$ cat src/design/frm_pkg.sv
// shared types and constants of the frame rms level meter
package frm_pkg;

  localparam int MAX_FRAME_SAMPLES = 4096;
  localparam int MAX_CHANNELS      = 8;
  localparam int SAMPLE_CAP        = MAX_FRAME_SAMPLES * MAX_CHANNELS;
  localparam int CNT_W             = $clog2(SAMPLE_CAP + 1);
  localparam int SUM_W             = CNT_W + 30;
  localparam int CH_W              = 4;
  localparam int LEN_W             = 13;
  localparam int LVL_W             = 15;
  localparam int SILENT_LEVEL      = -12000;
  localparam int FLOOR_LEVEL       = -12700;
  localparam int LOG10_2_Q16       = 19728302;
  localparam int QUEUE_DEPTH       = 4;

  localparam logic [0:0] REG_CAPTURE_ENABLE = 1'b0;

  typedef struct packed {
    logic [SUM_W-1:0] sum;
    logic [CNT_W-1:0] count;
    logic [CH_W-1:0]  chans;
    logic             send;
  } job_t;

endpackage

$ cat src/design/frm_ifs.sv
// stream interfaces for samples and frame results
interface frm_in_if;
  logic              valid;
  logic              ready;
  logic signed [15:0] sample;
  logic              last_in_frame;
  logic [3:0]        channel_count;
  logic              send_flag;
  modport source(output valid, sample, last_in_frame, channel_count, send_flag, input ready);
  modport sink(input valid, sample, last_in_frame, channel_count, send_flag, output ready);
endinterface

interface frm_out_if;
  logic               valid;
  logic               ready;
  logic signed [14:0] level_centibel;
  logic [31:0]        frame_number;
  logic [31:0]        frame_offset;
  logic [12:0]        frame_length;
  logic               frame_sent;
  modport source(output valid, level_centibel, frame_number, frame_offset, frame_length,
                 frame_sent, input ready);
  modport sink(input valid, level_centibel, frame_number, frame_offset, frame_length,
               frame_sent, output ready);
endinterface

$ cat src/design/frame_rms_dbfs_meter_top.sv
// top level of the frame rms level meter with its register port
// Usage: signed 16-bit interleaved PCM samples enter on the samples channel, one per
// transaction, with last_in_frame set on the final sample, the frame's channel count and
// send flag. Each accepted frame gives one transaction on the results channel: level in
// 0.01 dBFS, frame index, offset in sample frames, length per channel and send flag.
// Register 0 (capture_enable) at byte address 0; writing 1 while it is 0 starts a new
// capture and clears lock, counters and the open frame. While 0, samples are taken and
// dropped.
// Samples are taken one per cycle; the accumulator stalls only when the four-entry job
// queue is full. The level unit handles one frame at a time, through its serial normalize
// shifter, the 32x32 squaring loop (16 steps each for the sum and the count) and the
// 17-step serial length divider; a silent frame skips the normalize shifter and the
// squaring loop.
// A result holds on the output register while the receiver stalls; the level unit then
// waits, and the queue and accumulator keep taking samples until the queue fills.
// Reset (rst, synchronous) clears capture_enable, all state and the queue.
module frame_rms_dbfs_meter_top (
  input  logic        clk,
  input  logic        rst,
  input  logic        psel,
  input  logic        penable,
  input  logic        pwrite,
  input  logic [2:0]  paddr,
  input  logic [31:0] pwdata,
  output logic [31:0] prdata,
  output logic        pready,
  frm_in_if.sink      samples,
  frm_out_if.source   results
);
  import frm_pkg::*;

  logic capture_enable;
  logic wr;
  logic clear;
  logic push;
  logic pop;
  logic full;
  logic not_empty;
  job_t push_job;
  job_t head;

  assign pready = 1'b1;
  assign wr = psel && penable && pwrite && (paddr[2] == REG_CAPTURE_ENABLE);
  assign clear = wr && pwdata[0] && !capture_enable;
  assign prdata = (paddr[2] == REG_CAPTURE_ENABLE) ? {31'b0, capture_enable} : '0;

  always_ff @(posedge clk) begin
    if (rst) begin
      capture_enable <= 1'b0;
    end else if (wr) begin
      capture_enable <= pwdata[0];
    end
  end

  frm_front u_front (
    .clk(clk), .rst(rst), .enable(capture_enable), .clear(clear), .queue_full(full),
    .push(push), .job(push_job), .samples(samples)
  );

  frm_queue u_queue (
    .clk(clk), .rst(rst || clear), .push(push), .push_job(push_job), .pop(pop),
    .full(full), .not_empty(not_empty), .head(head)
  );

  frm_back u_back (
    .clk(clk), .rst(rst), .clear(clear), .job_valid(not_empty), .job_in(head), .pop(pop),
    .results(results)
  );

endmodule

$ cat src/design/frm_front.sv
// sample accumulator: sums squares per frame, checks the channel lock, emits frame jobs
module frm_front (
  input  logic          clk,
  input  logic          rst,
  input  logic          enable,
  input  logic          clear,
  input  logic          queue_full,
  output logic          push,
  output frm_pkg::job_t job,
  frm_in_if.sink        samples
);
  import frm_pkg::*;

  logic [SUM_W-1:0] square_sum;
  logic [CNT_W-1:0] samples_seen;
  logic [CH_W-1:0]  locked_channels;

  logic [15:0]      mag;
  logic [31:0]      sq;
  logic [SUM_W-1:0] sum_add;
  logic [CNT_W-1:0] seen_add;
  logic             take;
  logic             ch_ok;

  assign samples.ready = !enable || !queue_full;
  assign take = samples.valid && samples.ready && enable;

  always_comb begin
    mag = samples.sample[15] ? 16'(-samples.sample) : 16'(samples.sample);
    sq = 32'(mag) * 32'(mag);
    if (samples_seen < CNT_W'(SAMPLE_CAP)) begin
      sum_add = square_sum + SUM_W'(sq);
      seen_add = samples_seen + 1'b1;
    end else begin
      sum_add = square_sum;
      seen_add = samples_seen;
    end
    ch_ok = (samples.channel_count != '0) &&
            (samples.channel_count <= CH_W'(MAX_CHANNELS));
    job.sum = sum_add;
    job.count = seen_add;
    job.chans = samples.channel_count;
    job.send = samples.send_flag;
    push = take && samples.last_in_frame && ch_ok &&
           (locked_channels == '0 || locked_channels == samples.channel_count);
  end

  always_ff @(posedge clk) begin
    if (rst || clear) begin
      square_sum <= '0;
      samples_seen <= '0;
      locked_channels <= '0;
    end else if (take) begin
      if (samples.last_in_frame) begin
        square_sum <= '0;
        samples_seen <= '0;
        if (ch_ok && locked_channels == '0) begin
          locked_channels <= samples.channel_count;
        end
      end else begin
        square_sum <= sum_add;
        samples_seen <= seen_add;
      end
    end
  end

endmodule

$ cat src/design/frm_queue.sv
// short job queue between the accumulator and the level unit
module frm_queue (
  input  logic          clk,
  input  logic          rst,
  input  logic          push,
  input  frm_pkg::job_t push_job,
  input  logic          pop,
  output logic          full,
  output logic          not_empty,
  output frm_pkg::job_t head
);
  import frm_pkg::*;

  localparam int PTR_W = $clog2(QUEUE_DEPTH);

  job_t               mem [QUEUE_DEPTH];
  logic [PTR_W-1:0]   wr_ptr;
  logic [PTR_W-1:0]   rd_ptr;
  logic [PTR_W:0]     count;

  assign full = (count == (PTR_W + 1)'(QUEUE_DEPTH));
  assign not_empty = (count != '0);
  assign head = mem[rd_ptr];

  always_ff @(posedge clk) begin
    if (push) begin
      mem[wr_ptr] <= push_job;
    end
  end

  always_ff @(posedge clk) begin
    if (rst) begin
      wr_ptr <= '0;
      rd_ptr <= '0;
      count <= '0;
    end else begin
      if (push) wr_ptr <= wr_ptr + 1'b1;
      if (pop) rd_ptr <= rd_ptr + 1'b1;
      if (push && !pop) count <= count + 1'b1;
      else if (pop && !push) count <= count - 1'b1;
    end
  end

  a_no_overflow: assert property (@(posedge clk) disable iff (rst) push |-> !full || pop)
    else $error("job queue overflow");
  a_no_underflow: assert property (@(posedge clk) disable iff (rst) pop |-> not_empty)
    else $error("job queue underflow");

endmodule

$ cat src/design/frm_back.sv
// level unit: log2 by normalize and repeated squaring, length division, counters
module frm_back (
  input  logic          clk,
  input  logic          rst,
  input  logic          clear,
  input  logic          job_valid,
  input  frm_pkg::job_t job_in,
  output logic          pop,
  frm_out_if.source     results
);
  import frm_pkg::*;

  localparam int LOG_W = 22;
  localparam int E_W   = 6;
  localparam int NUM_W = CNT_W + 1;

  typedef enum logic [2:0] {
    ST_IDLE, ST_NORM, ST_SQR, ST_FIX, ST_DIV, ST_MUL, ST_RES, ST_OUT
  } state_t;

  state_t           state;
  job_t             job;
  logic             silent;
  logic             which;
  logic [SUM_W-1:0] x;
  logic [E_W-1:0]   e;
  logic [31:0]      m;
  logic [63:0]      prod;
  logic [3:0]       it;
  logic [15:0]      frac;
  logic [LOG_W-1:0] log_s;
  logic [LOG_W-1:0] log_n;
  logic [NUM_W-1:0] num;
  logic [CH_W-1:0]  rem;
  logic [4:0]       dcnt;
  logic signed [49:0] p;
  logic [31:0]      frame_counter;
  logic [31:0]      offset_counter;

  logic [32:0]        t;
  logic [15:0]        frac_next;
  logic [CH_W:0]      r2;
  logic signed [23:0] d;
  logic signed [50:0] pb;
  logic signed [18:0] lvl;
  logic signed [LVL_W-1:0] lvl_c;
  logic [LEN_W-1:0]   len;

  localparam logic signed [49:0] COEF = 50'(LOG10_2_Q16);

  always_comb begin
    t = prod[63:31];
    frac_next = {frac[14:0], t[32]};
    r2 = {rem, num[NUM_W-1]};
    d = 24'(log_s) - 24'(log_n) - 24'(30 * 65536);
    pb = 51'(p) + 51'(64'sd2147483648);
    lvl = pb[50:32];
    if (silent) lvl_c = LVL_W'(SILENT_LEVEL);
    else if (lvl < 19'(FLOOR_LEVEL)) lvl_c = LVL_W'(FLOOR_LEVEL);
    else if (lvl > 19'sd0) lvl_c = '0;
    else lvl_c = LVL_W'(lvl);
    len = (num > NUM_W'(MAX_FRAME_SAMPLES)) ? LEN_W'(MAX_FRAME_SAMPLES) : LEN_W'(num);
    pop = (state == ST_IDLE) && job_valid;
  end

  always_ff @(posedge clk) begin
    if (rst || clear) begin
      state <= ST_IDLE;
      results.valid <= 1'b0;
      frame_counter <= '0;
      offset_counter <= '0;
    end else begin
      unique case (state)
        ST_IDLE: begin
          if (job_valid) begin
            job <= job_in;
            silent <= (job_in.sum == '0);
            which <= 1'b0;
            x <= job_in.sum;
            e <= E_W'(SUM_W - 1);
            num <= NUM_W'(job_in.count) + NUM_W'(job_in.chans) - 1'b1;
            rem <= '0;
            dcnt <= '0;
            state <= (job_in.sum == '0) ? ST_DIV : ST_NORM;
          end
        end
        ST_NORM: begin
          if (x[SUM_W-1]) begin
            m <= x[SUM_W-1 -: 32];
            it <= '0;
            frac <= '0;
            state <= ST_SQR;
          end else begin
            x <= {x[SUM_W-2:0], 1'b0};
            e <= e - 1'b1;
          end
        end
        ST_SQR: begin
          prod <= 64'(m) * 64'(m);
          state <= ST_FIX;
        end
        ST_FIX: begin
          frac <= frac_next;
          m <= t[32] ? t[32:1] : t[31:0];
          it <= it + 1'b1;
          if (it == 4'd15) begin
            if (!which) begin
              log_s <= {e, frac_next};
              which <= 1'b1;
              x <= SUM_W'(job.count);
              e <= E_W'(SUM_W - 1);
              state <= ST_NORM;
            end else begin
              log_n <= {e, frac_next};
              state <= ST_DIV;
            end
          end else begin
            state <= ST_SQR;
          end
        end
        ST_DIV: begin
          // restoring division, quotient bits shift into num
          if (r2 >= (CH_W + 1)'(job.chans)) begin
            rem <= CH_W'(r2 - (CH_W + 1)'(job.chans));
            num <= {num[NUM_W-2:0], 1'b1};
          end else begin
            rem <= r2[CH_W-1:0];
            num <= {num[NUM_W-2:0], 1'b0};
          end
          dcnt <= dcnt + 1'b1;
          if (dcnt == 5'(NUM_W - 1)) state <= ST_MUL;
        end
        ST_MUL: begin
          p <= 50'(d) * COEF;
          state <= ST_RES;
        end
        ST_RES: begin
          results.valid <= 1'b1;
          results.level_centibel <= lvl_c;
          results.frame_number <= frame_counter;
          results.frame_offset <= offset_counter;
          results.frame_length <= len;
          results.frame_sent <= job.send;
          frame_counter <= frame_counter + 1'b1;
          offset_counter <= offset_counter + 32'(len);
          state <= ST_OUT;
        end
        ST_OUT: begin
          if (results.ready) begin
            results.valid <= 1'b0;
            state <= ST_IDLE;
          end
        end
        default: state <= ST_IDLE;
      endcase
    end
  end

  a_level_range: assert property (@(posedge clk) disable iff (rst)
    results.valid |-> (results.level_centibel <= 15'sd0 &&
                       results.level_centibel >= LVL_W'(FLOOR_LEVEL)))
    else $error("level out of range");
  a_valid_in_out: assert property (@(posedge clk) disable iff (rst)
    results.valid |-> state == ST_OUT)
    else $error("result valid outside output state");

endmodule

$ cat src/flat_wrapper.sv
// flat-port wrapper written by rule: the top's interface ports become plain ports
module frame_rms_dbfs_meter_top_flat import frm_pkg::*;
  (clk, rst, psel, penable, pwrite, paddr, pwdata, prdata, pready, samples_valid, samples_sample, samples_last_in_frame, samples_channel_count, samples_send_flag, samples_ready, results_valid, results_level_centibel, results_frame_number, results_frame_offset, results_frame_length, results_frame_sent, results_ready);
  frm_in_if samples_i ();
  frm_out_if results_i ();
  input  logic clk;
  input  logic rst;
  input  logic psel;
  input  logic penable;
  input  logic pwrite;
  input  logic [2:0] paddr;
  input  logic [31:0] pwdata;
  output logic [31:0] prdata;
  output logic pready;
  input wire logic [$bits(samples_i.valid)-1:0] samples_valid;
  input wire logic [$bits(samples_i.sample)-1:0] samples_sample;
  input wire logic [$bits(samples_i.last_in_frame)-1:0] samples_last_in_frame;
  input wire logic [$bits(samples_i.channel_count)-1:0] samples_channel_count;
  input wire logic [$bits(samples_i.send_flag)-1:0] samples_send_flag;
  output wire logic [$bits(samples_i.ready)-1:0] samples_ready;
  output wire logic [$bits(results_i.valid)-1:0] results_valid;
  output wire logic [$bits(results_i.level_centibel)-1:0] results_level_centibel;
  output wire logic [$bits(results_i.frame_number)-1:0] results_frame_number;
  output wire logic [$bits(results_i.frame_offset)-1:0] results_frame_offset;
  output wire logic [$bits(results_i.frame_length)-1:0] results_frame_length;
  output wire logic [$bits(results_i.frame_sent)-1:0] results_frame_sent;
  input wire logic [$bits(results_i.ready)-1:0] results_ready;
  assign samples_i.valid = samples_valid;
  assign samples_i.sample = samples_sample;
  assign samples_i.last_in_frame = samples_last_in_frame;
  assign samples_i.channel_count = samples_channel_count;
  assign samples_i.send_flag = samples_send_flag;
  assign samples_ready = samples_i.ready;
  assign results_valid = results_i.valid;
  assign results_level_centibel = results_i.level_centibel;
  assign results_frame_number = results_i.frame_number;
  assign results_frame_offset = results_i.frame_offset;
  assign results_frame_length = results_i.frame_length;
  assign results_frame_sent = results_i.frame_sent;
  assign results_i.ready = results_ready;
  frame_rms_dbfs_meter_top u_core (.clk(clk), .rst(rst), .psel(psel), .penable(penable), .pwrite(pwrite), .paddr(paddr), .pwdata(pwdata), .prdata(prdata), .pready(pready), .samples(samples_i), .results(results_i));
endmodule
$ cat config.mk
export PLATFORM = sky130hd
export DESIGN_NAME = frame_rms_dbfs_meter_top_flat
export DESIGN_NICKNAME = d
export VERILOG_FILES = /design/src/design/frm_pkg.sv /design/src/design/frm_ifs.sv /design/src/design/frame_rms_dbfs_meter_top.sv /design/src/design/frm_front.sv /design/src/design/frm_queue.sv /design/src/design/frm_back.sv /design/src/flat_wrapper.sv
export SDC_FILE = /design/constraint.sdc
export NUM_CORES = 2
export LEC_CHECK = 0
export ABC_CLOCK_PERIOD_IN_PS = 8200
export BUFFER_PORTS_ARGS = -buffer_cell sky130_fd_sc_hd__buf_2
export CORE_MARGIN = 8
export CORE_UTILIZATION = 48
export CTS_CLUSTER_DIAMETER = 40
export CTS_CLUSTER_SIZE = 24
export DETAILED_ROUTE_END_ITERATION = 10
export PLACE_DENSITY = 0.65
export SLEW_MARGIN = 25
export SYNTH_ARGS = -nofsm -noshare
export SYNTH_HDL_FRONTEND = slang
export SYNTH_HIERARCHICAL = 1
export SYNTH_SLANG_ARGS = --single-unit
$ cat constraint.sdc
create_clock -name clk -period 8.2 [get_ports clk]
set_input_delay 1.64 -clock clk [delete_from_list [all_inputs] [get_ports clk]]
set_output_delay 1.64 -clock clk [all_outputs]
set_load 0.02 [all_outputs]
==> results.cfg <==
[sta]
finalSetupViolations = 125
fin_crit_sh_pct = 108
clock_skew_ps = 43.7
final.setup.worst_slack_ps = -689
finalHoldViolCount = 0
worst_pin_slew_ps = 1400
rsz0062_at_grt = yes
fmax_ghz = 0.112
slew_violations = 0
post-route-min-period_ps = 8890
slew-limit-headroom_pct = 6.21

[routing]
vias = 52800
ant_nets = 0
avgRoutedWirePerCell_um = 18.0
drcViolationCount = 0
dr.pass1.iters = 6
wl_um = 185000
viasPerCell = 5.11
drt_iter0_drc = 3249

[floorplanning]
core_um2 = 163000
io_pins = 192
die_x_um = 421
start_util_pct = 48.3
dieArea_um2 = 177000
die_h_um = 421
row_count = 148

[worst_hold_path]
min_path_type = register to register
min_to = u_core/u_back/results.frame_sent$_DFFE_PP_
min-delay-start = u_core/u_back/job[0]$_DFFE_PP_
whs_path_depth = 0

[run]
cap_violations = 0

[clock_network]
numCtsBuffers = 89
cts.sinks = 753
cts_root_buf = clkbuf_16
clk_latency_ps = 640
path_clk_slew_ps = 60
ctsHtreeMaxLevel = 3
clk_path_buf_depth = 3
cts_hold_buf = 0
cts_tree = done

[placement]
place_congestion = 0.923
io_buffers = 126
hpwl_um = 149000
postPlaceCellArea_um2 = 86600

[global_routing]
grt_pass1_wl_um = 300000
grt_util_all_layers_pct = 21.0
grt_pass1_vias = 57400
grt_max_degree = 87
grt_overflow = 0
antenna_found_initial = 1

[critical_path]
cp.required_ps = 8570
r2r_slack_ps = -690
crit_family = adder cells
worstReg2RegStart = u_core/u_back/log_s[0]$_DFFE_PP_
worst-path-buf-inv = 11
r2r-end = u_core/u_back/p[49]$_DFFE_PP_
crit_arrival_ps = 9260
cpMostUsedCell = inv_2
critPathKind = register to register
rr_worst_depth = 41
crit_path_start_kind = register
worst_path_max_delay_cell = fa_1
cp_max_fo = 4
slowest_delay_ps = 570
cp-end-kind = register

[cells_and_area]
diodes = 0
final_area_um2 = 92000
layout-drive-gt1-share_pct = 17.8
area_growth_pct = 17.0
fill_cells = 13500
fin_nets = 10100

[status]
status = complete, but fails checks
failed_checks = negative setup slack

[yosys]
synth_edf_count = 609
async_flop_share_pct = 0
synth-seq-area-share_pct = 26.9
syn_area_per_cell_um2 = 10.6
synthCells = 7388
yosysTopAreaCell = fa_1
synthTopCellsByArea = fa_1 (31%), edfxtp_1 (23%), ha_1 (11%), inv_1 (8.4%), dfxtp_1 (3.7%)
synth_cell_types = 102
ys_ff_latch = 753
syn_area_um2 = 78700
ys_warn_count = 6
synth_top_area_share_pct = 30.8
synth_ff_type = edfxtp_1
-- routing by layer --
layer,GRT usage (%),wire length (µm)
met1,27.6,78600
met2,37.2,93300
met3,2.32,8120
met4,5.66,5450
met5,0,0
-- cells in the final DEF, fill, tap and decap left out, types with 29 or more instances in the layout --
cell type  count
a21o_1        78
a21oi_1      171
a22o_1        30
a22oi_1       41
and2_1       210
and3_1        53
buf_12        29
buf_2        124
buf_4        609
buf_6         53
clkbuf_16     90
conb_1        42
dfxtp_1      140
edfxtp_1     609
fa_1        1184
ha_1         666
ha_4          37
inv_1       1707
inv_2         49
mux2i_1       40
mux4_2        67
nand2_1      574
nand3_1       69
nand4_1       37
nor2_1       333
nor2b_1       33
nor3_1        50
o21ai_0      141
xnor2_1      119
xor2_1       102
-- metrics by stage --
stage	setup slack [ps]	TNS (ps)	hold WS (ps)	instances	utilization (%)
3_5_place_dp	-1030	-123480	438	10100	53.2
3_3_place_gp	-902	-105640	409	10100	53.2
5_1_grt	-1060	-52490	460	10300	56.5
2_1_floorplan	-365	-21660	400	7426	-
4_1_cts	-689	-8520	451	10300	55.5
6_report	-689	-26530	446	10300	56.5
-- synthesized netlist by cell type, types with 41 or more instances --
library cell  count
fa_1           1212
dfxtp_1         144
edfxtp_1        609
nand3_1          72
nand2_1         594
a21o_1           78
buf_4            41
mux4_2           67
inv_1          1754
and3_1           54
nor2_1          363
nor3_1           58
ha_1            709
xor2_1          122
xnor2_1         135
o21ai_0         175
a21oi_1         200
clkbuf_1        183
and2_1          216
a22oi_1          42
-- worst reg2reg max path: cells and delay by family (launching register included) --
kind,cells,cell delay (ps)
compound gates,8,1460
flops,1,370
fa+ha+maj,11,4100
xor+xnor,4,700
simple gates,7,1100
buf+inv,11,930
-- state kept, by name, indices dropped and copies added (netlist names), 15 cells and up, named ones only --
name	flops
u_core/u_back/results.frame_offset	32
u_core/u_back/results.frame_number	32
u_core/u_front/samples_seen	16
u_core/u_back/x	46
u_core/u_back/frac	15
u_core/u_back/prod	33
u_core/u_back/frame_counter	32
u_core/u_back/results.level_centibel	15
u_core/u_back/log_n	22
u_core/u_front/square_sum	46
u_core/u_queue/mem	268
u_core/u_back/offset_counter	32
u_core/u_back/m	32
u_core/u_back/log_s	22
u_core/u_back/job	21
u_core/u_back/p	19
u_core/u_back/num	17
-- timing repair --
action,4_1_cts,5_1_grt
setup buffers,30,50
pin swaps,64,158
resized for setup,81,281
cloned,1,0
setup endpoints to repair,125,163
-- logic make-up after synthesis --
logic type                 after synthesis  synth area share (%)
muxes                                  115                  2.54
and+or+nand+nor                       1570                  9.48
xor gates and xnor gates               258                  2.88
buffers and inverters                 2028                  9.99
DFF                                    753                  26.9
other                                    4                0.0191
adders and majority gates             1921                  42.1
AOI/OAI and AO/OA                      739                  6.05
-- layout make-up --
cell class                      count  area, µm²  area share, %
Clock buffer                       97       2300           2.50
Multi-Input combinational cell   4646      51900           56.4
Clock inverter                     68        831          0.903
Inverter                         1773       6680           7.26
Tap cell                         2175       2720           2.96
Timing Repair Buffer              817       6400           6.96
Sequential cell                   753      21200           23.0
-- worst max-delay path by stage --
| stage | start | end | cells after the start |
|---|---|---|---|
| floorplan | samples_sample[0] | u_core/u_front/square_sum[36]$_SDFFE_PP0P_ | 32 |
| CTS | u_core/u_back/log_s[0]$_DFFE_PP_ | u_core/u_back/p[49]$_DFFE_PP_ | 41 |
| global route | u_core/u_back/log_s[0]$_DFFE_PP_ | u_core/u_back/p[49]$_DFFE_PP_ | 41 |
| finish | u_core/u_back/log_s[0]$_DFFE_PP_ | u_core/u_back/p[49]$_DFFE_PP_ | 41 |
| global placement | u_core/u_back/log_s[0]$_DFFE_PP_ | u_core/u_back/p[48]$_DFFE_PP_ | 41 |
| detailed placement | u_core/u_back/log_s[0]$_DFFE_PP_ | u_core/u_back/p[48]$_DFFE_PP_ | 41 |
Power is left out: the tool's default activity adds up to more than one toggle a clock period on the data nets, which glitch-free logic cannot reach.
